$ cat src/hw/rtl/gdc_pkg.sv
// Shared constants, controller states and controller/datapath interface types.
`default_nettype none
package gdc_pkg;

  localparam int DEF_MAX_INDIVIDUALS = 64;
  localparam int DEF_MAX_WINDOW      = 32;

  localparam int PARENT_W  = 6;
  localparam int GEN_W     = 24;
  localparam int POP_W     = 7;
  localparam int WIN_W     = 6;
  localparam int CFG_AW    = 4;
  localparam int OUT_DW    = 56;
  localparam int IN_DW     = 8;

  localparam logic [POP_W-1:0] POP_RST = 7'd64;
  localparam logic [WIN_W-1:0] WIN_RST = 6'd16;
  localparam logic [GEN_W-1:0] GEN_MAX = 24'hFFFFFF;

  typedef enum logic [1:0] {
    REG_POP   = 2'd0,
    REG_WIN   = 2'd1,
    REG_FIRST = 2'd2
  } reg_idx_t;

  typedef enum logic [3:0] {
    S_IDLE,
    S_CLR,
    S_PAR,
    S_TAG,
    S_CNT,
    S_INC,
    S_UPD_RD,
    S_UPD_WR,
    S_OUT_RD,
    S_OUT_LD
  } state_t;

  typedef struct packed {
    logic in_ready;
    logic clr_wr;
    logic ring_rd;
    logic tag_rd;
    logic tag_wr;
    logic inc_wr;
    logic upd_rd;
    logic upd_wr;
    logic out_rd;
    logic out_ld;
    logic step_i;
    logic next_row;
  } cmd_t;

  typedef struct packed {
    logic start;
    logic i_last;
    logic k_last;
    logic out_busy;
  } status_t;

endpackage
`default_nettype wire

$ cat src/hw/rtl/gdc_ctrl.sv
// Controller state machine sequencing clear, propagation, update and output passes.
`default_nettype none
module gdc_ctrl (
  input  wire logic             clk,
  input  wire logic             rst_n,
  input  wire gdc_pkg::status_t st,
  output gdc_pkg::cmd_t         cmd
);
  import gdc_pkg::*;

  state_t state_r, state_nxt;

  always_ff @(posedge clk) begin
    if (!rst_n) begin
      state_r <= S_IDLE;
    end else begin
      state_r <= state_nxt;
    end
  end

  always_comb begin
    state_nxt = state_r;
    unique case (state_r)
      S_IDLE:   if (st.start) state_nxt = S_CLR;
      S_CLR:    if (st.i_last) state_nxt = S_PAR;
      S_PAR:    state_nxt = S_TAG;
      S_TAG:    state_nxt = S_CNT;
      S_CNT:    state_nxt = S_INC;
      S_INC:    state_nxt = st.i_last ? S_UPD_RD : S_PAR;
      S_UPD_RD: state_nxt = S_UPD_WR;
      S_UPD_WR: begin
        if (st.i_last) state_nxt = st.k_last ? S_OUT_RD : S_PAR;
        else state_nxt = S_UPD_RD;
      end
      S_OUT_RD: state_nxt = S_OUT_LD;
      S_OUT_LD: if (!st.out_busy) state_nxt = st.i_last ? S_IDLE : S_OUT_RD;
      default:  state_nxt = S_IDLE;
    endcase
  end

  always_comb begin
    cmd = '0;
    unique case (state_r)
      S_IDLE:   cmd.in_ready = 1'b1;
      S_CLR: begin
        cmd.clr_wr = 1'b1;
        cmd.step_i = 1'b1;
      end
      S_PAR:    cmd.ring_rd = 1'b1;
      S_TAG:    cmd.tag_rd = 1'b1;
      S_CNT:    cmd.tag_wr = 1'b1;
      S_INC: begin
        cmd.inc_wr = 1'b1;
        cmd.step_i = 1'b1;
      end
      S_UPD_RD: cmd.upd_rd = 1'b1;
      S_UPD_WR: begin
        cmd.upd_wr   = 1'b1;
        cmd.step_i   = 1'b1;
        cmd.next_row = st.i_last & ~st.k_last;
      end
      S_OUT_RD: cmd.out_rd = 1'b1;
      S_OUT_LD: begin
        cmd.out_ld = ~st.out_busy;
        cmd.step_i = ~st.out_busy;
      end
      default:  cmd = '0;
    endcase
  end
endmodule
`default_nettype wire

$ cat config.mk
export PLATFORM = sky130hd
export DESIGN_NAME = gdc_ctrl
export DESIGN_NICKNAME = d
export VERILOG_FILES = /design/src/hw/rtl/gdc_pkg.sv /design/src/hw/rtl/gdc_ctrl.sv
export SDC_FILE = /design/constraint.sdc
export NUM_CORES = 1
export LEC_CHECK = 0
export BUFFER_PORTS_ARGS = -buffer_cell sky130_fd_sc_hd__buf_2
export CORE_AREA = 3 3 40 42
export DETAILED_ROUTE_END_ITERATION = 12
export DIE_AREA = 0 0 43 45
export PLACE_DENSITY = 0.49
export REMOVE_ABC_BUFFERS = 1
export SLEW_MARGIN = 30
export SYNTH_ARGS = -nofsm -noshare
export SYNTH_HDL_FRONTEND = slang
export SYNTH_SLANG_ARGS = --single-unit
$ cat constraint.sdc
create_clock -name clk -period 1.7 [get_ports clk]
set_clock_uncertainty 0.15 [all_clocks]
set_input_delay 0.17 -clock clk [delete_from_list [all_inputs] [get_ports clk]]
set_output_delay 0.17 -clock clk [all_outputs]
set_load 0.05 [all_outputs]
* Word level (Yosys, flattened, before mapping) *
Cells that the tools add are included.
Widths: inputs -> output; s select.

word-level totals
  flip-flop bits (word level) = 4
  word-level logic and storage cells = 39
  output and inout port bits = 12
  bits of input ports = 6

cells by class
  equal/unequal tests = 12
  bitwise logic cells = 3
  multiplexer cells = 20
  reduce and logical (&&, ||, !) cells = 3

operators by type and width
  kind                count
  $pmux 4 s10         1
  $mux 4              6
  $eq 4x3->1 const B  4
  $mux 1              11
  $eq 4x2->1 const B  2
  $eq 4x4->1 const B  2
  $ne 2x2->1 const B  3
  $eq 4x1->1 const B  1
  $logic_not 4->1     1
  $mux 3              1
  $reduce_and 3->1    1
  $reduce_or 3->1     1
  $not 1->1           2
  $pmux 1 s2          1
  $and 1x1->1         1

* Logic depth before layout (Yosys ltp) *
  depth after elaboration = 3
  gate-level depth with buffers = 5
  depth with buffers taken out = 4

* Least setup slack after synthesis *
OpenSTA, ideal clock, no wires.

  kind = register to output
  start = register state_r[1]
  end = output port cmd[0] (netlist bit)
  setup slack = -0.476 ns
  required time = 1.380 ns
  stages on the path, launching flop included = 4
  buffers on the path = 1
  data arrival time = 1.856 ns
  path through = dfxtp_1 > buf_2 > nand4b_1 > nor3b_1

RTL lines
  element                 RTL line        RTL
  from (decl)             gdc_ctrl.sv:11  state_t state_r, state_nxt;
  from (signal assigned)  gdc_ctrl.sv:17  state_r <= state_nxt;
  to (decl)               gdc_ctrl.sv:7   output gdc_pkg::cmd_t cmd

==> impl_metrics.ini <==
[clock_network]
clkLatencyLatePin_ps = 240
path_clk_slew_ps = 40
clockRootBuffer = clkbuf_4
cts.htree.levels = 1
clk_path_buf_depth = 2
cts_buffers = 3
cts_tree = done
clock_sinks = 4

[synth]
synth_top_family_by_area = simple AND/OR/NAND/NOR gates
synth_xor_area_share_pct = 0
synth-simple-area-share_pct = 48.59
synthCells = 55
syn_area_um2 = 355.3
yosysWarnings = 0
synth_mux_area_share_pct = 0
ys_types = 22
avgSynthCellArea_um2 = 6.461
yosys_register_bits = 4
synthAdderAreaFrac_pct = 0
seq_area_frac_synth_pct = 22.54
synth_compound_area_share_pct = 20.07

[final_layout]
layout-drive-gt1-share_pct = 46.15
area_growth_pct = 55.28
layout_commonest_cell = buf_2
stdcell_count = 93
nets = 86
top_regs = state_r: 4 flops
top_register = state_r
utilization_pct = 42.94
largest_register_ffs = 4
fin_area_um2 = 551.8
final_cell_mix = buf_2, buf_4, nand2b_1, nand2_1
diodes = 0

[drt]
via_count = 470
detail_route.wirelength_um = 1039
ant_nets = 0
vias_per_cell = 5.054
drc = 0
drt-initial-drc-count = 12
wl_per_cell_um = 11.17
firstDrtPassIters = 4

[critical_path]
slowest_stage = or4_4
critPathCaptureType = output pin
cp_top_family = simple AND/OR/NAND/NOR gates
arrival_ps = 1350
required_ps = 1380
cp.depth = 3
path_buf_inv = 2
crit_chain = or4_4 -> inv_2 -> buf_8
worst-setup-path-type = flop to output pin
worstSetupStartpointType = flop
slowest_delay_ps = 550
worstRegToRegCells = 4
cp_max_fo = 8

[die]
rows = 13
die_y_um = 45
die-area_um2 = 1935
dieWidth_um = 43
ios = 18
start_util_pct = 27.65
core_area_um2 = 1285

[sta]
min_period_ps = 1665
fmax_mhz = 600.4
setup_violations = 0
holdWs_ps = 32.33
slew_headroom_pct = 83.46
drv_slew = 0
worst_pin_slew_ps = 249.8
post-route-period-util_pct = 97.97
rsz0062_at_grt = true
finalSetupTns_ps = 0
final_hold_viol_count = 0
final.setup.worst_slack_ps = 34.52

[placed_design]
dp_worst_setup_slack_ps = 138.4
dpl.hpwl_um = 750.7
gp_congestion = 0.7068
dp_cells = 88
numPortBuffers = 17
placed_area_um2 = 476.7

[power_and_ir_drop]
p_leak_nw = 0.2628
ir_worst_vdd_uv = 220.4
power_uw = 428.5
powerDensity_nw_per_um2 = 776.6

[min_path]
min_path_cells = 2
hold_class = primary input to flop

[outcome]
status = completed

[flow_run]
maxCapViolations = 0

[global_route]
antenna_found_initial = 0
grt_pass1_vias = 387
grt_overflow_total = 0
grt_pass1_wl_um = 1676
track_usage_pct = 11.07
grt_max_degree = 10
## cell families after synthesis
group,Yosys count
flops,4
simple gates,32
compound gates,12
buf+inv,7
## layer usage
| metal | global-route usage (%) | routed length [µm] | part of all wire [%] |
|---|---|---|---|
| met1 | 14.94 | 443 | 43 |
| met2 | 17.37 | 503 | 48 |
| met3 | 1.594 | 92 | 8.9 |
| met4 | 5.422 | 0 | 0 |
| met5 | 0 | 0 | 0 |
## Yosys cell counts (all sizes together)
cell,number,area share [%]
o21ai,6,9.5
o22ai,1,1.8
a211oi,1,2.1
and3,1,1.8
nor3b,1,2.1
and2,1,1.8
nor2,6,6.3
buf,4,5.6
nor4,1,1.8
inv,3,3.2
or2,2,3.5
nor3,5,7.0
nand4b,1,2.5
a21oi,3,4.2
or4,1,3.2
a211o,1,2.5
dfxtp,4,23
nand2,6,6.3
nand2b,7,12
## power breakdown
part	leakage [nW]	internal [mW]	switching [mW]
Sequential	0.0344	0.102	0.0154
Combinational	0.215	0.0760	0.118
Clock	0.0138	0.0789	0.0379
Total	0.263	0.257	0.171
## repair_timing
action,CTS,global route
setup buffers,0,2
pin swaps,0,1
endpoints found under the setup margin,4,4
hold buffers,0,0
gates resized for setup,8,8
## layout make-up
class,instances,area [µm²]
clock buffer,3,22.52
timing repair buffer,24,158.9
sequential,4,88.84
fill,138,733.2
inverter,3,11.26
tap,15,18.77
multi-input combinational,44,251.5
## path summary, 6_finish.rpt
kind                             end  slack [ps]               startpoint
min reg2reg  state_r[2]$_SDFFE_PN0P_         420  state_r[1]$_SDFFE_PN0P_
max reg2reg  state_r[3]$_SDFFE_PN0P_         150  state_r[1]$_SDFFE_PN0P_
min          state_r[0]$_SDFFE_PN0P_          30                    rst_n
max                          cmd[11]          30  state_r[1]$_SDFFE_PN0P_
No activity file was read; power rests on OpenSTA's default activity.
